`src/rtl/core/legik_pkg.sv`:
```
// legik_pkg: shared types, constants and helper functions of the leg inverse kinematics block
// depends on nothing; used by every other file under rtl/core
package legik_pkg;

   localparam int COORD_W       = 16;
   localparam int LEN_W         = 15;
   localparam int ANGLE_W       = 8;
   localparam int OFFSET_W      = 8;
   localparam int CORDIC_STAGES = 16;
   localparam int TABLE_LEN     = 24;
   localparam int ROOT_W        = 32;
   localparam int RAD_W         = 2 * ROOT_W;
   localparam int REM_W         = ROOT_W + 2;
   localparam int H2_W          = 2 * COORD_W;
   localparam int DIFF_W        = H2_W + 2;
   localparam int EABS_W        = H2_W + 1;
   localparam int VEC_W         = H2_W + 4;
   localparam int ANG_W         = 26;
   localparam int ANG_FRAC      = 16;
   localparam int CMD_W         = ANG_W - ANG_FRAC + 2;
   localparam int NUM_VEC       = 4;
   localparam int ADDR_W        = 5;
   localparam int CSR_DATA_W    = 32;

   localparam int VEC_PHI   = 0;
   localparam int VEC_ALPHA = 1;
   localparam int VEC_BETA  = 2;
   localparam int VEC_GAMMA = 3;

   localparam logic [LEN_W-1:0]          LEN_RESET = LEN_W'(1280);
   localparam logic signed [ANG_W-1:0]   DEG90     = ANG_W'(90 << ANG_FRAC);
   localparam logic signed [ANG_W-1:0]   DEG180    = ANG_W'(180 << ANG_FRAC);
   localparam logic signed [CMD_W-1:0]   CMD_MAX   = CMD_W'(180);
   localparam logic [ANGLE_W-1:0]        ANGLE_MAX = ANGLE_W'(180);

   typedef enum logic [2:0] {
      REG_UPPER_LENGTH = 3'd0,
      REG_LOWER_LENGTH = 3'd1,
      REG_MIRROR_MODE  = 3'd2,
      REG_ROLL_OFFSET  = 3'd3,
      REG_PITCH_OFFSET = 3'd4,
      REG_KNEE_OFFSET  = 3'd5
   } reg_index_type;

   typedef struct packed {
      logic signed [COORD_W-1:0] target_x;
      logic signed [COORD_W-1:0] target_y;
      logic signed [COORD_W-1:0] target_z;
   } req_data_type;

   typedef struct packed {
      logic [ANGLE_W-1:0] knee_angle;
      logic [ANGLE_W-1:0] shoulder_pitch_angle;
      logic [ANGLE_W-1:0] shoulder_roll_angle;
      logic               unreachable;
      logic               saturated;
   } rsp_data_type;

   typedef struct packed {
      logic                     valid;
      logic                     unreach;
      logic [RAD_W-1:0]         rad;
      logic [REM_W-1:0]         rem;
      logic [ROOT_W-1:0]        root;
      logic [DIFF_W-1:0]        d;
      logic [EABS_W-1:0]        e_abs;
      logic [COORD_W-1:0]       x;
      logic [COORD_W-1:0]       y;
      logic [COORD_W-1:0]       z;
   } sqrt_slice_type;

   typedef struct packed {
      logic [VEC_W-1:0] vx;
      logic [VEC_W-1:0] vy;
      logic [ANG_W-1:0] z;
   } vec_type;

   typedef struct packed {
      logic                       valid;
      logic                       unreach;
      logic [NUM_VEC-1:0]         zero;
      vec_type [NUM_VEC-1:0]      vec;
   } cordic_slice_type;

   typedef struct packed {
      logic [ANGLE_W-1:0] angle;
      logic               clamped;
   } servo_type;

   // atan(2^-i) in degrees, 16 fractional bits
   function automatic logic signed [ANG_W-1:0] atan_entry(input int idx);
      logic signed [ANG_W-1:0] v;
      unique case (idx)
         0:  v = ANG_W'(2949120);
         1:  v = ANG_W'(1740967);
         2:  v = ANG_W'(919879);
         3:  v = ANG_W'(466945);
         4:  v = ANG_W'(234379);
         5:  v = ANG_W'(117304);
         6:  v = ANG_W'(58666);
         7:  v = ANG_W'(29335);
         8:  v = ANG_W'(14668);
         9:  v = ANG_W'(7334);
         10: v = ANG_W'(3667);
         11: v = ANG_W'(1833);
         12: v = ANG_W'(917);
         13: v = ANG_W'(458);
         14: v = ANG_W'(229);
         15: v = ANG_W'(115);
         16: v = ANG_W'(57);
         17: v = ANG_W'(29);
         18: v = ANG_W'(14);
         19: v = ANG_W'(7);
         20: v = ANG_W'(4);
         21: v = ANG_W'(2);
         22: v = ANG_W'(1);
         default: v = '0;
      endcase
      return v;
   endfunction

   // quadrant pre-rotation by +-90 degrees ahead of the vectoring stages
   function automatic vec_type prerotate(input logic signed [VEC_W-1:0] num,
                                         input logic signed [VEC_W-1:0] den);
      vec_type v;
      v.vx = den;
      v.vy = num;
      v.z  = '0;
      if (den < 0) begin
         if (num >= 0) begin
            v.vx = num;
            v.vy = VEC_W'(-den);
            v.z  = DEG90;
         end else begin
            v.vx = VEC_W'(-num);
            v.vy = den;
            v.z  = ANG_W'(-DEG90);
         end
      end
      return v;
   endfunction

   // round to whole degrees half away from zero, add offset, clamp to 0..180
   function automatic servo_type finish_angle(input logic signed [ANG_W-1:0] ang,
                                              input logic signed [OFFSET_W-1:0] off);
      logic [ANG_W-1:0]               mag;
      logic [ANG_W-ANG_FRAC-1:0]      whole;
      logic signed [CMD_W-1:0]        cmd;
      servo_type                      res;
      mag   = ang[ANG_W-1] ? ANG_W'(-ang) : ANG_W'(ang);
      whole = (ANG_W-ANG_FRAC)'((mag + ANG_W'(1 << (ANG_FRAC - 1))) >> ANG_FRAC);
      cmd   = ang[ANG_W-1] ? CMD_W'(-CMD_W'(whole)) : CMD_W'(whole);
      cmd   = cmd + CMD_W'(off);
      if (cmd < 0) begin
         res.angle   = '0;
         res.clamped = 1'b1;
      end else if (cmd > CMD_MAX) begin
         res.angle   = ANGLE_MAX;
         res.clamped = 1'b1;
      end else begin
         res.angle   = ANGLE_W'(cmd);
         res.clamped = 1'b0;
      end
      return res;
   endfunction

endpackage

```
`src/rtl/core/legik_cordic_cell.sv`:
```
// legik_cordic_cell: one vectoring micro-rotation applied to all four angle vectors
// depends on legik_pkg
module legik_cordic_cell #(
   parameter int SHIFT = 0
) (
   input  logic                         clock,
   input  logic                         reset,
   input  logic                         enable,
   input  legik_pkg::cordic_slice_type  up_slice,
   output legik_pkg::cordic_slice_type  down_slice
);

   localparam logic signed [legik_pkg::ANG_W-1:0] STEP = legik_pkg::atan_entry(SHIFT);

   legik_pkg::cordic_slice_type slice_ff;
   legik_pkg::cordic_slice_type slice_in;

   always_comb begin
      logic signed [legik_pkg::VEC_W-1:0] vx;
      logic signed [legik_pkg::VEC_W-1:0] vy;
      logic signed [legik_pkg::ANG_W-1:0] zz;
      slice_in = up_slice;
      for (int k = 0; k < legik_pkg::NUM_VEC; k++) begin
         vx = up_slice.vec[k].vx;
         vy = up_slice.vec[k].vy;
         zz = up_slice.vec[k].z;
         if (vy > 0) begin
            slice_in.vec[k].vx = vx + (vy >>> SHIFT);
            slice_in.vec[k].vy = vy - (vx >>> SHIFT);
            slice_in.vec[k].z  = zz + STEP;
         end else begin
            slice_in.vec[k].vx = vx - (vy >>> SHIFT);
            slice_in.vec[k].vy = vy + (vx >>> SHIFT);
            slice_in.vec[k].z  = zz - STEP;
         end
      end
   end

   always_ff @(posedge clock) begin
      if (reset) begin
         slice_ff.valid <= 1'b0;
      end else if (enable) begin
         slice_ff <= slice_in;
      end
   end

   assign down_slice = slice_ff;

endmodule

```
`config.mk`:
```
export PLATFORM = sky130hd
export DESIGN_NAME = legik_cordic_cell
export DESIGN_NICKNAME = d
export VERILOG_FILES = /design/src/rtl/core/legik_pkg.sv /design/src/rtl/core/legik_cordic_cell.sv
export SDC_FILE = /design/constraint.sdc
export NUM_CORES = 1
export LEC_CHECK = 0
export BUFFER_PORTS_ARGS = -buffer_cell sky130_fd_sc_hd__buf_4
export CAP_MARGIN = 40
export CORE_MARGIN = 1.5
export CORE_UTILIZATION = 35
export DETAILED_ROUTE_END_ITERATION = 12
export GPL_TIMING_DRIVEN = 1
export PLACE_DENSITY = 0.58
export SYNTH_ARGS = -nofsm -noshare
export SYNTH_HDL_FRONTEND = slang
export SYNTH_SLANG_ARGS = --single-unit
```
`constraint.sdc`:
```
create_clock -name clock -period 21.8 [get_ports clock]
set_input_delay 2.18 -clock clock [delete_from_list [all_inputs] [get_ports clock]]
set_output_delay 2.18 -clock clock [all_outputs]
set_load 0.01 [all_outputs]
```
==> impl_results.md, run 1 <==
* Initial Util at 0.352
* Synth Cell Area at 37700 um2
* Crit path max fanout at 80
* Number of synthesized flops with an enable pin at 393
* Final WS setup at 15.87 ns
* DR vias/cell at 5.64
* Met2 WL at 72800 um
* WL/cell at 24.0 um
* Vias at 36600
* Post-CTS Setup Inserts at 0
* Share of cells above drive strength 1 at 0.188
* Maxcap violations at 0
* CP required at 22.18 ns
* Final period util at 0.272
* I/O Buffers at 798
* Status: finished, final reports clean
* Area leader, netlist: edfxtp_1
* GR Util All Layers at 0.269
* Hold depth at 2
* Largest net degree at the start of global routing at 147
* Count leader, synth: a21oi_1
* Antenna violations before repair at 13
* Critical Path Sink Type: register
* CTS resizes at 0
* Initial drt markers at 3360
* Ys Warns at 0
* Hold Path End: down_slice[397]$_SDFFE_PP0P_
* Core ar. at 107000 um2
* Synth top area share at 0.313
* Tightest Pin Transition at 0.950 ns
* Sequential element share of the synthesized area at 0.314
* Post-Route Skew at 0 ns
* Yosys reg bits at 394
* Area delta synth->final at 23.2%
* Clk_lat worst skew at 0.62 ns
* Clock Sinks at 394
* PD cells at 63.0 nW/um2
* First-pass DRT Iterations at 8
* Count of final setup violators at 0
* Fin crit period at 5.93 ns
* Final hold vios at 0
* Total congestion overflow at 0
* Inserted Clock Buffers at 51
* Fmax at 0.169 GHz
* Hold crit path type: reg -> reg
* Post-route setup TNS at 0 ns
* Clk root buf: clkbuf_16
* CTS clk-pin slew, worst paths at 0.06 ns
* RSZ-0062 raised after global routing: false
* Global-route wire length before repair at 224000 um
* DIE WIDTH at 331 um
* Met3 WL at 12500 um
* CP Launch Type: primary input
* DIE AREA at 110000 um2
* Vias in the first global route at 35000
* Reg-to-Reg End: down_slice[397]$_SDFFE_PP0P_
* R2R Setup Slk at 21.22 ns
* Netlist cell types at 99
* CTS Hold Buffers Added at 0
* CP max-delay cell: buf_4
* P_leak at 0.0204 uW
* Synth async-reset ratio at 0
* Fin nets at 5917
* Cell family with most CP delay: buffers and inverters
* Max reg flops at 394
* Fillcell total at 10700
* # rows at 120
* Post-synth top flop: edfxtp_1
* Top-Level Pins at 799
* Syn nets at 5237
* Peak VDD IR at 0.0503 mV
* Area contributors post-synth: edfxtp_1 31%, ha_1 15%, a21oi_1 7.1%
* Worst path cell trace: buf_4 -> nor4_1 -> nand4_1 -> nor2_1 -> a41o_2 -> buf_4 -> inv_2 -> buf_4 -> ha_1 -> inv_1 -> o21bai_1 -> a21oi_1 -> o21bai_1 -> a21oi_1 -> o21ai_0 -> xnor2_1
* Wirelength, routed at 156000 um
* HP Start: down_slice[397]$_SDFFE_PP0P_
* CP max stage delay at 0.70 ns
* Reg2reg start: down_slice[397]$_SDFFE_PP0P_
* Syn Inst Count at 4367
* # DRC at 0
* Place WS at 15.20 ns
* Metal-1 WL at 66100 um
* DR top layer: met5
* TritonCTS clock tree: done
* GPL Wtd Cong at 0.982
* Worst r2r path cells at 2
* Top cells by count, synth: 532 x a21oi_1, 453 x ha_1, 445 x inv_1
* Clock Path Buffers at 3
* Post-DP HPWL at 126000 um
* Worst Path Buf+Inv at 5
* Slew HR at 0.367
* H-tree levels at 2
* Data arrival, critical path at 6.30 ns
* Final ANT Viol Nets at 0
* Worst path most repeated cell: buf_4
* Max-slew violations at 0
* Synth Area per Inst at 8.62 um2
* Crit Path Class: in -> reg
* Die span in y at 331 um
## layout make-up
type                            instances  area [um2]  area share
Antenna cell                            8        20.0    0.000431
Clock buffer                           60        1310      0.0282
Clock inverter                         29         282     0.00607
Inverter                              468        1760      0.0378
Multi-Input combinational cell       3314       23300       0.502
Sequential cell                       394       11800       0.255
Tap cell                             1403        1760      0.0378
Timing Repair Buffer                  818        6150       0.132
## worst max-delay path by stage
stage / depth (start not counted) / end / from / slack, ns
6_report: 16 / down_slice[221]$_DFFE_PP_ / up_slice[223] / 15.87
5_1_grt: 16 / down_slice[221]$_DFFE_PP_ / up_slice[223] / 15.61
4_1_cts: 16 / down_slice[221]$_DFFE_PP_ / up_slice[223] / 15.91
3_5_place_dp: 16 / down_slice[221]$_DFFE_PP_ / up_slice[223] / 15.20
3_3_place_gp: 16 / down_slice[221]$_DFFE_PP_ / up_slice[223] / 15.21
2_1_floorplan: 1 / down_slice[0]$_DFFE_PP_ / reset / 1.06
## layout by cell type, fill, tap and decap left out, drive strengths merged, types with 14 or more instances in the layout
cell type,instances
o221ai,18
and2,14
mux2i,52
or2,16
o21a,43
a2111oi,17
xor2,44
or3,23
o211ai,29
or4,16
xnor2,266
clkbuf,60
nor3,74
edfxtp,393
nor2,360
nand4,49
fa,16
a21oi,532
inv,456
nand2b,45
buf,818
o31a,14
a211oi,51
nand3,41
and3,18
a31oi,47
nor4,64
clkinv,32
nand2,219
o21bai,111
ha,453
o41ai,14
o31ai,36
o21ai,299
nor2b,52
a21o,118
## worst register-to-register path: cells and delay by family (launching register included)
family | cells | cell delay (ns)
simple gates | 1 | 0.05
flops | 1 | 0.31
mux | 1 | 0.12
## cells by family after synthesis
family,synth area share
compound gates,0.243
mux,0.0141
buf+inv,0.0672
fa+ha+maj,0.159
flops,0.314
xor+xnor,0.0721
simple gates,0.130
## routing by layer
metal,up-vias,track usage
met4,10,0.0742
met1,17700,0.353
met2,1664,0.451
met3,227,0.0514
met5,-,0
li1,17000,-
## power by group
part	internal (uW)	switching, uW	total, uW
Combinational	430	675	1110
Sequential	955	35.3	991
Clock	476	352	829
Total	1860	1060	2920
## through the flow
| step | hold slack, ns | instance area, um2 | power [uW] | util | std cells |
|---|---|---|---|---|---|
| final | 0.509 | 46400 | 2920 | 0.434 | 6494 |
| after global routing | 0.537 | 46400 | 3060 | 0.434 | 6489 |
| after CTS | 0.519 | 46400 | 2940 | 0.434 | 6486 |
| after detailed placement | 0.504 | 44800 | 2090 | 0.419 | 6397 |
| after global placement | 0.481 | 44800 | 2090 | 0.419 | 6396 |
| after floorplan | 0.528 | 37700 | 1640 | - | 4367 |
Power figures use the tool's default switching activity.
==> inputs of run 2 (changes only) <==
Clock period 21.8 ns to 4.8 ns, I/O delays scaled along.
==> run 2 against run 1 <==
Against the previous run:
- cell count is 1.8% higher
- count of clock-buffer cells in the layout stayed put
- combinational power grew to 4.6 times the previous value
- sequential cell count stayed put
- register-to-register slack worse by 17 ns
- clock power grew to 4.8 times the previous value
- critical endpoint is now down_slice[159]$_DFFE_PP_
- largest power group unchanged
- highest routed layer unchanged
==> impl_results.md, run 2 (same netlist as run 1, synthesis figures left out) <==
* Post-route setup TNS at 0 ns (unchanged)
* Inserted Clock Buffers at 51 (unchanged)
* Cell family with most CP delay: compound AO/OA/AOI/OAI gates
* Clk root buf: clkbuf_16
* GPL Wtd Cong at 0.996 (+1.5%)
* Maxcap violations at 0 (unchanged)
* CTS clk-pin slew, worst paths at 0.06 ns (about the same)
* Placed Area at 45100 um2 (+0.76%)
* Core ar. at 107000 um2 (unchanged)
* Post-DP HPWL at 129000 um (+2.2%)
* GR Util All Layers at 0.274 (+0.00515)
* Initial drt markers at 3661 (+9.0%)
* CP max stage delay at 0.59 ns (-0.11 ns)
* Fillcell total at 10600 (-0.70%)
* Antenna violations before repair at 17 (+4)
* Data arrival, critical path at 4.01 ns (-2.29 ns)
* DIE AREA at 110000 um2 (unchanged)
* PD cells at 286 nW/um2 (+350%)
* H-tree levels at 2 (unchanged)
* Power Total at 13600 uW (+360%)
* Max-slew violations at 0 (unchanged)
* Worst Setup SP: up_slice[134]
* R2R Setup Slk at 4.22 ns (-17.00 ns)
* Final hold vios at 0 (unchanged)
* Critical path endpoint: down_slice[159]$_DFFE_PP_
* Reg-to-Reg End: down_slice[397]$_SDFFE_PP0P_
* Tightest Pin Transition at 1.08 ns (+0.126 ns)
* Vias at 37200 (+1.5%)
* First-pass DRT Iterations at 6 (-2)
* Power share of the sequential group at 0.330 (-0.009)
* Status: finished, final reports clean
* Worst r2r path cells at 2 (unchanged)
* RSZ-0062 raised after global routing: false
* TritonCTS clock tree: done
* DR vias/cell at 5.62 (-0.28%)
* Critical path depth at 13 (-3)
* P_leak at 0.0209 uW (+2.7%)
* Area delta synth->final at 26.1%
* Wirelength, routed at 159000 um (+1.7%)
* Crit path max fanout at 11 (-86%)
* Worst hold slack at 0.0726 ns (-0.436 ns)
* CP Launch Type: primary input
* Peak VDD IR at 0.255 mV (+410%)
* Final ANT Viol Nets at 0 (unchanged)
* Net Sw Frac at 0.363 (about the same)
* Top-Level Pins at 799 (unchanged)
* Worst Path Buf+Inv at 3 (-2)
* Largest net degree at the start of global routing at 130 (-12%)
* Count of final setup violators at 0 (unchanged)
* Most common cell after layout, fill and taps aside: buf_4
* CTS Hold Buffers Added at 67 (+67)
* Die span in y at 331 um (unchanged)
* Final instance area at 47500 um2 (+2.4%)
* Slew HR at 0.283 (-0.0840)
* Clock Path Buffers at 3 (unchanged)
* P_int at 8650 uW (+360%)
* Vias in the first global route at 35700 (+2.1%)
* Post-Route Skew at 0 ns (unchanged)
* Gate power share at 0.379 (about the same)
* Final period util at 0.756
* Post-CTS Setup Inserts at 0 (unchanged)
* # DRC at 0 (unchanged)
* # rows at 120 (unchanged)
* Fin crit period at 3.63 ns
* CP required at 5.18 ns (-17.00 ns)
* Total congestion overflow at 0 (unchanged)
* I/O Buffers at 798 (unchanged)
* Max reg flops at 394 (unchanged)
* Initial Util at 0.352 (unchanged)
* Hold crit path type: in -> reg
* Worst path cell trace: buf_4 -> inv_1 -> ha_1 -> inv_1 -> a21oi_1 -> nor4b_1 -> a21oi_1 -> a211oi_1 -> nor3_1 -> o211a_1 -> o22ai_1 -> o221ai_1 -> xnor2_1
* Psw at 4930 uW (+360%)
* Fmax at 0.276 GHz
* Crit Path Class: in -> reg
* Reg2reg start: down_slice[397]$_SDFFE_PP0P_
* Global-route wire length before repair at 228000 um (+2.0%)
* CTS resizes at 0 (unchanged)
* Clock power frac at 0.290 (+0.007)
* Fin nets at 6026 (+1.8%)
* Clk_lat worst skew at 0.64 ns (+0.02 ns)
* DIE WIDTH at 331 um (unchanged)
* CP max-delay cell: a211oi_1
* Critical Path Sink Type: register
* Clock Sinks at 394 (unchanged)
* Most frequent cells in the layout: 856 x buf_4, 532 x a21oi_1, 453 x ha_1
* WL/cell at 24.0 um (about the same)
* Share of cells above drive strength 1 at 0.192 (+0.00458)
[run 2: cell types whose count changed in the layout (fill, tap and decap cells not counted), sizes merged]
| cell | delta |
|---|---|
| clkinvlp | -2 |
| dlygate4sd3 | +67 |
| inv | +1 |
| bufinv | +2 |
| buf | +42 |
| diode | +3 |
| clkinv | +3 |
[run 2: worst min-delay path by stage]
stage               slack [ns]                            to  depth (start not counted)                    startpoint
floorplan                 0.53  down_slice[397]$_SDFFE_PP0P_                          2  down_slice[397]$_SDFFE_PP0P_
global placement          0.48  down_slice[397]$_SDFFE_PP0P_                          2  down_slice[397]$_SDFFE_PP0P_
detailed placement        0.50  down_slice[397]$_SDFFE_PP0P_                          2  down_slice[397]$_SDFFE_PP0P_
CTS                       0.02       down_slice[3]$_DFFE_PP_                          1                   up_slice[3]
global route              0.04       down_slice[3]$_DFFE_PP_                          1                   up_slice[3]
finish                    0.07       down_slice[6]$_DFFE_PP_                          1                   up_slice[6]
[run 2: area by class of cell]
class,count,area [um2],area share
Multi-Input combinational cell,3314,23300,0.491
Sequential cell,394,11800,0.249
Timing Repair Buffer,927,7160,0.151
Inverter,468,1760,0.0370
Tap cell,1403,1760,0.0370
Clock buffer,60,1310,0.0276
Clock inverter,33,355,0.00748
Antenna cell,11,27.5,0.000579
[run 2: per-layer routing]
layer | up-vias | track usage | part of all wire
li1 | 17300 | - | -
met1 | 17900 | 0.357 | 0.42
met2 | 1728 | 0.460 | 0.47
met3 | 241 | 0.0527 | 0.080
met4 | 12 | 0.0811 | 0.028
met5 | - | 0 | 0.00050
[run 2: power groups by stage]
| stage | combinational [uW] | clock [uW] | sequential [uW] |
|---|---|---|---|
| 2_1_floorplan | 2690 | 0 | 4710 |
| 3_3_place_gp | 5020 | 0 | 4550 |
| 3_5_place_dp | 4980 | 0 | 4550 |
| 4_1_cts | 5070 | 4030 | 4490 |
| 5_1_grt | 5510 | 4140 | 4510 |
| 6_report | 5150 | 3940 | 4490 |
[run 2: per-stage QoR]
step | cells | worst slack (ns) | utilization
6_report | 6610 | 1.17 | 0.444
5_1_grt | 6605 | 0.982 | 0.444
4_1_cts | 6599 | 1.15 | 0.444
3_5_place_dp | 6439 | 0.472 | 0.422
3_3_place_gp | 6438 | 0.456 | 0.422
2_1_floorplan | 4367 | -1.98 | -
