**src/rtl/core/legik_pkg.sv**
```systemverilog
// legik_pkg: shared types, constants and helper functions of the leg inverse kinematics block
// depends on nothing; used by every other file under rtl/core
package legik_pkg;

   localparam int COORD_W       = 16;
   localparam int LEN_W         = 15;
   localparam int ANGLE_W       = 8;
   localparam int OFFSET_W      = 8;
   localparam int CORDIC_STAGES = 16;
   localparam int TABLE_LEN     = 24;
   localparam int ROOT_W        = 32;
   localparam int RAD_W         = 2 * ROOT_W;
   localparam int REM_W         = ROOT_W + 2;
   localparam int H2_W          = 2 * COORD_W;
   localparam int DIFF_W        = H2_W + 2;
   localparam int EABS_W        = H2_W + 1;
   localparam int VEC_W         = H2_W + 4;
   localparam int ANG_W         = 26;
   localparam int ANG_FRAC      = 16;
   localparam int CMD_W         = ANG_W - ANG_FRAC + 2;
   localparam int NUM_VEC       = 4;
   localparam int ADDR_W        = 5;
   localparam int CSR_DATA_W    = 32;

   localparam int VEC_PHI   = 0;
   localparam int VEC_ALPHA = 1;
   localparam int VEC_BETA  = 2;
   localparam int VEC_GAMMA = 3;

   localparam logic [LEN_W-1:0]          LEN_RESET = LEN_W'(1280);
   localparam logic signed [ANG_W-1:0]   DEG90     = ANG_W'(90 << ANG_FRAC);
   localparam logic signed [ANG_W-1:0]   DEG180    = ANG_W'(180 << ANG_FRAC);
   localparam logic signed [CMD_W-1:0]   CMD_MAX   = CMD_W'(180);
   localparam logic [ANGLE_W-1:0]        ANGLE_MAX = ANGLE_W'(180);

   typedef enum logic [2:0] {
      REG_UPPER_LENGTH = 3'd0,
      REG_LOWER_LENGTH = 3'd1,
      REG_MIRROR_MODE  = 3'd2,
      REG_ROLL_OFFSET  = 3'd3,
      REG_PITCH_OFFSET = 3'd4,
      REG_KNEE_OFFSET  = 3'd5
   } reg_index_type;

   typedef struct packed {
      logic signed [COORD_W-1:0] target_x;
      logic signed [COORD_W-1:0] target_y;
      logic signed [COORD_W-1:0] target_z;
   } req_data_type;

   typedef struct packed {
      logic [ANGLE_W-1:0] knee_angle;
      logic [ANGLE_W-1:0] shoulder_pitch_angle;
      logic [ANGLE_W-1:0] shoulder_roll_angle;
      logic               unreachable;
      logic               saturated;
   } rsp_data_type;

   typedef struct packed {
      logic                     valid;
      logic                     unreach;
      logic [RAD_W-1:0]         rad;
      logic [REM_W-1:0]         rem;
      logic [ROOT_W-1:0]        root;
      logic [DIFF_W-1:0]        d;
      logic [EABS_W-1:0]        e_abs;
      logic [COORD_W-1:0]       x;
      logic [COORD_W-1:0]       y;
      logic [COORD_W-1:0]       z;
   } sqrt_slice_type;

   typedef struct packed {
      logic [VEC_W-1:0] vx;
      logic [VEC_W-1:0] vy;
      logic [ANG_W-1:0] z;
   } vec_type;

   typedef struct packed {
      logic                       valid;
      logic                       unreach;
      logic [NUM_VEC-1:0]         zero;
      vec_type [NUM_VEC-1:0]      vec;
   } cordic_slice_type;

   typedef struct packed {
      logic [ANGLE_W-1:0] angle;
      logic               clamped;
   } servo_type;

   // atan(2^-i) in degrees, 16 fractional bits
   function automatic logic signed [ANG_W-1:0] atan_entry(input int idx);
      logic signed [ANG_W-1:0] v;
      unique case (idx)
         0:  v = ANG_W'(2949120);
         1:  v = ANG_W'(1740967);
         2:  v = ANG_W'(919879);
         3:  v = ANG_W'(466945);
         4:  v = ANG_W'(234379);
         5:  v = ANG_W'(117304);
         6:  v = ANG_W'(58666);
         7:  v = ANG_W'(29335);
         8:  v = ANG_W'(14668);
         9:  v = ANG_W'(7334);
         10: v = ANG_W'(3667);
         11: v = ANG_W'(1833);
         12: v = ANG_W'(917);
         13: v = ANG_W'(458);
         14: v = ANG_W'(229);
         15: v = ANG_W'(115);
         16: v = ANG_W'(57);
         17: v = ANG_W'(29);
         18: v = ANG_W'(14);
         19: v = ANG_W'(7);
         20: v = ANG_W'(4);
         21: v = ANG_W'(2);
         22: v = ANG_W'(1);
         default: v = '0;
      endcase
      return v;
   endfunction

   // quadrant pre-rotation by +-90 degrees ahead of the vectoring stages
   function automatic vec_type prerotate(input logic signed [VEC_W-1:0] num,
                                         input logic signed [VEC_W-1:0] den);
      vec_type v;
      v.vx = den;
      v.vy = num;
      v.z  = '0;
      if (den < 0) begin
         if (num >= 0) begin
            v.vx = num;
            v.vy = VEC_W'(-den);
            v.z  = DEG90;
         end else begin
            v.vx = VEC_W'(-num);
            v.vy = den;
            v.z  = ANG_W'(-DEG90);
         end
      end
      return v;
   endfunction

   // round to whole degrees half away from zero, add offset, clamp to 0..180
   function automatic servo_type finish_angle(input logic signed [ANG_W-1:0] ang,
                                              input logic signed [OFFSET_W-1:0] off);
      logic [ANG_W-1:0]               mag;
      logic [ANG_W-ANG_FRAC-1:0]      whole;
      logic signed [CMD_W-1:0]        cmd;
      servo_type                      res;
      mag   = ang[ANG_W-1] ? ANG_W'(-ang) : ANG_W'(ang);
      whole = (ANG_W-ANG_FRAC)'((mag + ANG_W'(1 << (ANG_FRAC - 1))) >> ANG_FRAC);
      cmd   = ang[ANG_W-1] ? CMD_W'(-CMD_W'(whole)) : CMD_W'(whole);
      cmd   = cmd + CMD_W'(off);
      if (cmd < 0) begin
         res.angle   = '0;
         res.clamped = 1'b1;
      end else if (cmd > CMD_MAX) begin
         res.angle   = ANGLE_MAX;
         res.clamped = 1'b1;
      end else begin
         res.angle   = ANGLE_W'(cmd);
         res.clamped = 1'b0;
      end
      return res;
   endfunction

endpackage

```
**src/rtl/core/legik_sqrt_cell.sv**
```systemverilog
// legik_sqrt_cell: one result bit of the restoring integer square root chain
// depends on legik_pkg
module legik_sqrt_cell (
   input  logic                       clock,
   input  logic                       reset,
   input  logic                       enable,
   input  legik_pkg::sqrt_slice_type  up_slice,
   output legik_pkg::sqrt_slice_type  down_slice
);

   legik_pkg::sqrt_slice_type slice_ff;
   legik_pkg::sqrt_slice_type slice_in;
   logic [legik_pkg::REM_W+1:0] rem_sh;
   logic [legik_pkg::REM_W+1:0] trial;

   always_comb begin
      slice_in     = up_slice;
      rem_sh       = {up_slice.rem, up_slice.rad[legik_pkg::RAD_W-1 -: 2]};
      trial        = {2'b00, up_slice.root, 2'b01};
      slice_in.rad = {up_slice.rad[legik_pkg::RAD_W-3:0], 2'b00};
      if (rem_sh >= trial) begin
         slice_in.rem  = legik_pkg::REM_W'(rem_sh - trial);
         slice_in.root = {up_slice.root[legik_pkg::ROOT_W-2:0], 1'b1};
      end else begin
         slice_in.rem  = legik_pkg::REM_W'(rem_sh);
         slice_in.root = {up_slice.root[legik_pkg::ROOT_W-2:0], 1'b0};
      end
   end

   always_ff @(posedge clock) begin
      if (reset) begin
         slice_ff.valid <= 1'b0;
      end else if (enable) begin
         slice_ff <= slice_in;
      end
   end

   assign down_slice = slice_ff;

endmodule

```
**config.mk**
```make
export PLATFORM = sky130hd
export DESIGN_NAME = legik_sqrt_cell
export DESIGN_NICKNAME = d
export VERILOG_FILES = /design/src/rtl/core/legik_pkg.sv /design/src/rtl/core/legik_sqrt_cell.sv
export SDC_FILE = /design/constraint.sdc
export NUM_CORES = 1
export LEC_CHECK = 0
export CAP_MARGIN = 40
export CORE_MARGIN = 4
export CORE_UTILIZATION = 25
export CTS_BUF_LIST = sky130_fd_sc_hd__clkbuf_16
export DETAILED_ROUTE_END_ITERATION = 10
export DONT_BUFFER_PORTS = 1
export GPL_TIMING_DRIVEN = 0
export PLACE_DENSITY_LB_ADDON = 0.1
export SKIP_CTS_REPAIR_TIMING = 1
export SYNTH_ARGS = -nofsm -noshare
export SYNTH_HDL_FRONTEND = slang
export SYNTH_SLANG_ARGS = --single-unit
```
**constraint.sdc**
```tcl
create_clock -name clock -period 17.1 [get_ports clock]
set_clock_uncertainty 0.05 [all_clocks]
set_input_delay 2.565 -clock clock [delete_from_list [all_inputs] [get_ports clock]]
set_output_delay 2.565 -clock clock [all_outputs]
set_load 0.02 [all_outputs]
```
==> metrics, run 1 <==
run status=completed; maxcap violations=0; Yosys warnings=0; synthesis-to-finish area growth=17.8%; flop-to-flop setup slack=16.33 ns; grt total ovfl=0; final worst setup slack=between 10 and 15 ns; Syn Std Cell Area=a little under 10,000 um2; Hold Path Class=reg -> reg; crit path cell chain=inv_1, ha_1, a21o_1, o41ai_1, o211ai_1, a211oi_1, o21a_1, clkbuf_1, o21ai_1; Starting Density=0.253; worst path arrival time=approximately 5.4 ns; core area=slightly below 40,000 um2; DP Wirelength=around 26 mm; CP delay by family, top=compound AO/OA/AOI/OAI gates; Most used DFF post-synth=edfxtp_1; Power Density=~130 nW/um2; # rows=72; cell area after layout=about 11,000 um2; vias in the first global route=~5,600; via count=5,362; Worst-Skew Late Latency=around 0.53 ns; Min-Delay Startpoint=down_slice[246]$_SDFFE_PP0P_; Pleak=about 4.1 nW; Post-synth ARST share=0; Seq/Total Area, Yosys=0.754; initial antenna violation count=12; CP startpoint kind=input port; layout cells sized above 1=0.0952; Netlist cell types=58; Post-Synthesis Cells=around 610; most common cell after layout, fill and taps aside=edfxtp_1; routed len/inst=roughly 26 um; GRT Resource Usage Total=0.138; clock share of power=0.390; slew at the pin closest to its max-slew limit=~0.72 ns; most frequent cells in the layout=244 x edfxtp_1, 50 x inv_1, 48 x nand2_1; number of flops mapped to enable cells by yosys=about 240; switch share=0.256; reg2reg path depth=2; hold depth=2; Internal Power=~1.1 mW; largest net degree at the start of global routing=38; Die X=205 um; total CTS buffers=27; first-pass iteration count of the detailed router=4; max reg flops=around 250; peak supply drop=a little over 0.00006 V; final setup vio count=0; final worst path period share=0.302; Fmax=193 MHz; Root Buffer Master=clkbuf_16; crit-path max cell delay=slightly below 0.6 ns; Post-Route WL=31.4 mm; first-pass GRT wire length=approximately 42 mm; routability cong.=0.764; Post-Syn Area per Cell=around 16 um2; Final #Nets=around 940; Place WS=11.22 ns; CP Data Required Time=around 17 ns; DIE AREA=~42,000 um2; r2r endpoint=down_slice[246]$_SDFFE_PP0P_; Gate power share=0.076; crit path buf inv count=2; Hold Crit Endpoint=down_slice[246]$_SDFFE_PP0P_; number of synthesized register bits=roughly 250; residual DRC count=0; worst-case clock buffer depth=3; H-tree levels=1; Post-DRT Antenna Nets=0; DRT iter0 DRCs=256; Final Hold Fails=0; Port Buffers=0; Critical Path End Type=register; Slew Limit Headroom=0.523; Sequential Power Share=0.534; Worst path slowest cell=clkbuf_1; RSZ-0062 raised after global routing=no; Reg clk slew, reported paths=roughly 0.06 ns; DP Area=about 11,000 um2; Psw=between 0.3 and 0.4 mW; Avg Vias per Cell=about 4.5; boundary pin count=just under 500; critical path class=in -> reg; Slew Limit Fails=0; minimum clock period=slightly above 5 ns; CP max FO=10; Sink Count=between 200 and 250; CTS tree=done; R2R Path Start=down_slice[246]$_SDFFE_PP0P_; DIE HEIGHT=205 um
[worst max-delay path by stage]
stage                     depth (start not counted)           from                         to  slack (ns)
after floorplan                                   1          reset    down_slice[0]$_DFFE_PP_        2.81
after CTS                                         9  up_slice[122]  down_slice[162]$_DFFE_PP_       11.78
after global routing                              9  up_slice[122]  down_slice[162]$_DFFE_PP_       11.75
after detailed placement                          9  up_slice[122]  down_slice[162]$_DFFE_PP_       11.22
after global placement                            1          reset  down_slice[142]$_DFFE_PP_       -1.21
final                                             9  up_slice[122]  down_slice[162]$_DFFE_PP_       11.93
[Yosys cell counts (7+ instances only)]
cell type | count | area [um2]
nand4_1 | 7 | 43.8
edfxtp_1 | 244 | 7330
o21ai_1 | 31 | 155
xnor2_1 | 12 | 105
a21o_1 | 21 | 158
nor2_1 | 15 | 56.3
a21oi_1 | 26 | 130
nor3_1 | 8 | 40.0
nand2_1 | 48 | 180
inv_1 | 41 | 154
ha_1 | 34 | 425
xor2_1 | 16 | 140
and3_1 | 9 | 56.3
o21ai_0 | 12 | 60.1
[metrics by stage]
stage	power, mW	hold slack [ns]	setup TNS (ns)	cells	util
2_1_floorplan	0.887	0.529	0	615	-
3_3_place_gp	0.936	0.575	-286.33	1133	0.270
3_5_place_dp	0.926	0.578	0	1141	0.274
4_1_cts	1.52	0.586	0	1190	0.297
5_1_grt	1.56	0.602	0	1193	0.297
6_report	1.49	0.582	0	1196	0.298
[power by group through the flow]
stage	registers [mW]	logic, mW	clock network (mW)
after detailed placement	0.811	0.115	0
after global routing	0.801	0.128	0.629
after CTS	0.799	0.116	0.601
after floorplan	0.804	0.0829	0
final	0.796	0.113	0.582
after global placement	0.827	0.109	0
[final cells by class]
class,count,area [um2]
fill,3919,27100
clock inverter,22,213
buffer,14,71.3
inverter,42,158
sequential,245,7350
clock buffer,27,676
multi-input combinational,314,2180
tap,518,648
antenna,6,15.0
timing repair buffer,8,168
[metal layers]
layer / GRT usage / vias to the layer above / wire (um)
met1: 0.132 / 2628 / 10200
met3: 0.0667 / 51 / 3510
met2: 0.259 / 279 / 16900
li1: - / 2404 / -
met4: 0.0423 / 0 / 820
met5: 0 / - / 0
[cell families after synthesis]
family / share of synthesized area
other: 0.000385
AND/OR/NAND/NOR: 0.0570
flip-flops: 0.754
AO/OA/AOI/OAI: 0.0886
XOR/XNOR: 0.0252
adder cells (fa/ha/maj): 0.0437
buffers and inverters: 0.0235
multiplexers: 0.00758
[worst register-to-register path: cells and delay by family, from the launching register on]
family | cells | cell delay (ns)
simple gates | 1 | 0.09
mux | 1 | 0.11
flops | 1 | 0.46
Note: power is estimated with default switching activity, not from simulation.
==> inputs of run 2 (changes only) <==
Settings changed: ABC_AREA set to 1.
Clock period 17.1 ns to 4.5 ns, I/O delays scaled along.
==> metrics, run 2 <==
final setup vio count=0; Post-synth top cells=285 x nand2_1, 244 x edfxtp_1, 140 x inv_1; Fill cells=4,167; synthesis-to-finish area growth=18.1%; Yosys top cell by area=edfxtp_1; Psw=about 1.5 mW; DP Wirelength=29.5 mm; multi-input logic area=~2500 um2; wl on met1=around 12 mm; Final Hold Fails=0; Crit. path cell count=11; Final #Nets=1,221; DRT iter0 DRCs=431; reg2reg path depth=2; CP max FO=4; Sink Count=around 250; largest net degree at the start of global routing=35; total CTS buffers=28; Post-Synthesis Cells=~900; Pleak=between 4 and 5 nW; Most Frequent Cell on Critical Path=nand2_1; Avg Vias per Cell=roughly 4.2; slew at the pin closest to its max-slew limit=~0.84 ns; Power Density=about 480 nW/um2; Starting Density=0.255; Slew Limit Headroom=0.442; Met3 Routed Length=3.38 mm; switch share=0.257; Port Buffers=0; CP Data Required Time=between 4 and 5 ns; Post-Syn Area per Cell=approximately 12 um2; Overall Power=about 5.9 mW; Reg clk slew, reported paths=~0.060 ns; Most used DFF post-synth=edfxtp_1; crit path buf inv count=1; critical path class=in -> reg; most common cell after layout, fill and taps aside=nand2_1; number of flops mapped to enable cells by yosys=~240; Yosys warnings=0; Seq/Total Area, Yosys=0.704; crit path cell chain=inv_1, ha_1, nand2_1, nor2_1, nand2_1, o21ai_0, nand2_1, nand2_1, nand2_1, nand3_1, nand2_1; Sequential Power Share=0.510; DIE AREA=~45,000 um2; Top Metal Used=met4; Post-Route WL=35.3 mm; peak supply drop=0.000250 V; Post-DRT Antenna Nets=0; number of synthesized register bits=about 250; Critical Path End Type=register; Worst path slowest cell=o21ai_0; most frequent cell after synthesis=nand2_1; final worst path period share=0.546; clock share of power=0.406; via count=roughly 6,300; Fmax=407 MHz; worst-case clock buffer depth=3; first-pass GRT wire length=about 48 mm; vias in the first global route=6,502; Gate power share=0.084; crit-path max cell delay=a little over 0.6 ns; Die X=around 210 um; Root Buffer Master=clkbuf_16; run status=completed; FF+latch area=7350 um2; layout cells sized above 1=0.0815; boundary pin count=slightly below 500; routability cong.=about 0.87; Post-synth ARST share=0; CTS tree=done; Slew Limit Fails=0; final worst setup slack=around 2.0 ns; CP startpoint kind=input port; top cell type's share of synthesized area=0.702; GRT Resource Usage Total=0.146; met2 wire length=roughly 19 mm; # rows=74; placed insts=between 1,000 and 1,500; Syn Std Cell Area=~10,000 um2; Worst-Skew Late Latency=0.53 ns; minimum clock period=2.46 ns; Setup TNS=0 ns; DIE HEIGHT=between 200 and 250 um; maxcap violations=0; grt total ovfl=0; worst path arrival time=2.70 ns; Internal Power=~4.4 mW; H-tree levels=1; worst hold margin=roughly 0.15 ns; first-pass iteration count of the detailed router=5; core area=just over 40,000 um2; hold depth=1; largest cells by area after synthesis=edfxtp_1 70%, nand2_1 10%, inv_1 5.0%; Netlist cell types=26; initial antenna violation count=16; Place WS=roughly 1.4 ns; RSZ-0062 raised after global routing=no; Hold Path Class=in -> reg; most frequent cells in the layout=285 x nand2_1, 244 x edfxtp_1, 142 x inv_1; CP delay by family, top=simple AND/OR/NAND/NOR gates; residual DRC count=0; routed len/inst=roughly 24 um; max reg flops=approximately 250; Non-Filler Instances=between 1,000 and 1,500
==> run 2: area by class of cell <==
type	instances	area share
diodes	7	0.00142
plain buffers	8	0.00578
clock buffers	29	0.0588
clock inverters	21	0.0207
inverters	141	0.0441
multi-input cells	504	0.203
flip-flops and latches	245	0.596
well taps	532	0.0540
repair buffers	9	0.0164
==> run 2: worst register-to-register path, stage by stage (launching register included) <==
cell	delay (ns)
dfxtp_1	0.51
nand2_1	0.09
a21oi_1	0.11
==> run 2: final timing paths <==
path	startpoint	slack (ns)	end
max	up_slice[119]	2.04	down_slice[168]$_DFFE_PP_
min	reset	0.15	down_slice[246]$_SDFFE_PP0P_
max reg2reg	down_slice[246]$_SDFFE_PP0P_	3.67	down_slice[246]$_SDFFE_PP0P_
min reg2reg	down_slice[246]$_SDFFE_PP0P_	0.55	down_slice[246]$_SDFFE_PP0P_
==> run 2: through the flow <==
step / util / area (um2)
2_1_floorplan: - / 10500
3_3_place_gp: 0.271 / 11100
3_5_place_dp: 0.276 / 11300
4_1_cts: 0.300 / 12300
5_1_grt: 0.301 / 12300
6_report: 0.301 / 12300
==> run 2: cells by family after synthesis <==
kind of cell	Yosys count	share of synthesized area
adders and majority gates	34	0.0407
buffers and inverters	149	0.0578
xor gates and xnor gates	18	0.0151
and+or+nand+nor	407	0.160
DFF	245	0.704
AOI/OAI and AO/OA	43	0.0223
other	1	0.000359
==> run 2: per-layer routing <==
layer | GRT usage | vias up
li1 | - | 3053
met1 | 0.145 | 2941
met2 | 0.278 | 278
met3 | 0.0562 | 52
met4 | 0.0451 | 0
met5 | 0 | -
==> run 2: power by group through the flow <==
stage,clock (mW),combinational (mW),sequential (mW)
2_1_floorplan,0,0.350,3.02
6_report,2.40,0.495,3.02
5_1_grt,2.59,0.573,3.03
4_1_cts,2.49,0.510,3.03
3_3_place_gp,0,0.485,3.10
3_5_place_dp,0,0.506,3.07
==> inputs of run 3 (changes only) <==
Clock period 4.5 ns to 2.43 ns, I/O delays scaled along.
==> metrics, run 3 (synthesis gave the netlist of run 2 again) <==
final setup vio count=0; CP startpoint kind=input port; initial antenna violation count=3; grt total ovfl=0; Avg Vias per Cell=between 4 and 5; RSZ-0062 raised after global routing=no; routability cong.=about 0.87; worst-case clock buffer depth=3; first-pass iteration count of the detailed router=4; total CTS buffers=28; Fmax=between 400 and 500 MHz; GRT Resource Usage Total=0.146; worst path arrival time=approximately 2.4 ns; vias in the first global route=6,502; placed insts=1,439; largest net degree at the start of global routing=35; CP Data Required Time=approximately 2.7 ns; via count=between 7,000 and 8,000; Hold Crit Endpoint=down_slice[176]$_DFFE_PP_; Setup TNS=0 ns; DP Wirelength=slightly below 30 mm; Worst-Skew Late Latency=~0.54 ns; hold depth=2; routed len/inst=21.6 um; H-tree levels=1; layout cells sized above 1=0.0650; Final Hold Fails=0; cell area after layout=14,800 um2; final worst setup slack=~0.27 ns; Critical Path End Type=register; Fill cells=about 4,000; Die X=212 um; Root Buffer Master=clkbuf_16; most common cell after layout, fill and taps aside=nand2_1; CP max FO=4; Power Density=~770 nW/um2; Post-DRT Antenna Nets=0; r2r endpoint=down_slice[246]$_SDFFE_PP0P_; DRT iter0 DRCs=around 550; minimum clock period=approximately 2.2 ns; CTS tree=done; Place WS=-0.339 ns; critical path class=in -> reg; Min-Delay Startpoint=up_slice[174]; Final #Nets=1,464; residual DRC count=0; DIE HEIGHT=212 um; boundary pin count=roughly 500; peak supply drop=0.000519 V; Post-Route WL=approximately 38 mm; Port Buffers=0; most frequent cells in the layout=285 x nand2_1, 244 x edfxtp_1, 243 x dlygate4sd3_1; maxcap violations=0; first-pass GRT wire length=roughly 48 mm; flop-to-flop setup slack=~1.0 ns; slew at the pin closest to its max-slew limit=approximately 0.83 ns; Hold Path Class=in -> reg; multi-input logic area=roughly 2500 um2; Non-Filler Instances=about 1,700; # rows=74; run status=completed; Starting Density=0.255; final worst path period share=0.891; Reg clk slew, reported paths=0.06 ns; max reg flops=~250; Overall Power=roughly 11 mW; Sink Count=approximately 250; FF+latch area=roughly 7300 um2; core area=41,000 um2; DIE AREA=45,100 um2; synthesis-to-finish area growth=41.3%; Slew Limit Fails=0; Slew Limit Headroom=0.443; reg2reg path depth=3; Pleak=6.01 nW; R2R Path Start=down_slice[246]$_SDFFE_PP0P_; DP Area=roughly 11,000 um2
run 3: cell count changes in the layout (fill, tap and decap cells not counted):
cell	previous run	this run
dlygate4sd3_1	0	243
diode_2	7	3
run 3: power by group:
group / total, mW / switching, mW / internal [mW]
combinational: 1.27 / 0.702 / 0.565
sequential: 5.59 / 0.548 / 5.05
clock: 4.45 / 1.67 / 2.78
run 3: area by class of cell:
| class | count | area share |
|---|---|---|
| buffer | 8 | 0.00483 |
| antenna | 3 | 0.000509 |
| timing repair buffer | 252 | 0.179 |
| inverter | 141 | 0.0369 |
| clock buffer | 29 | 0.0492 |
| sequential | 245 | 0.498 |
| tap | 532 | 0.0451 |
| multi-input combinational | 504 | 0.170 |
| clock inverter | 21 | 0.0173 |
run 3: layer usage:
metal / global-route usage / share of wire / vias up
met1: 0.145 / 0.34 / 3392
met4: 0.0451 / 0.018 / 0
met3: 0.0562 / 0.082 / 38
met5: 0 / 0 / -
li1: - / - / 3539
met2: 0.278 / 0.56 / 279
run 3: worst max-delay path by stage:
stage | from | to | slack (ns) | cells past startpoint
CTS | up_slice[120] | down_slice[176]$_DFFE_PP_ | 0.25 | 11
floorplan | enable | down_slice[0]$_DFFE_PP_ | -2.02 | 2
global route | up_slice[118] | down_slice[168]$_DFFE_PP_ | 0.09 | 11
global placement | enable | down_slice[178]$_DFFE_PP_ | -3.72 | 2
finish | up_slice[119] | down_slice[168]$_DFFE_PP_ | 0.27 | 11
detailed placement | up_slice[120] | down_slice[168]$_DFFE_PP_ | -0.34 | 11
run 3: metrics by stage:
stage / utilization / hold WS, ns
final: 0.360 / 0.0169
after CTS: 0.300 / -0.199
after floorplan: - / 0.384
after detailed placement: 0.276 / 0.388
after global routing: 0.360 / -0.000988
after global placement: 0.271 / 0.388
run 3: worst max-delay path: stages:
cell	delay [ns]
inv_1	0.02
ha_1	0.36
nand2_1	0.14
nor2_1	0.25
nand2_1	0.08
o21ai_0	0.63
nand2_1	0.22
nand2_1	0.12
nand2_1	0.05
nand3_1	0.11
nand2_1	0.07
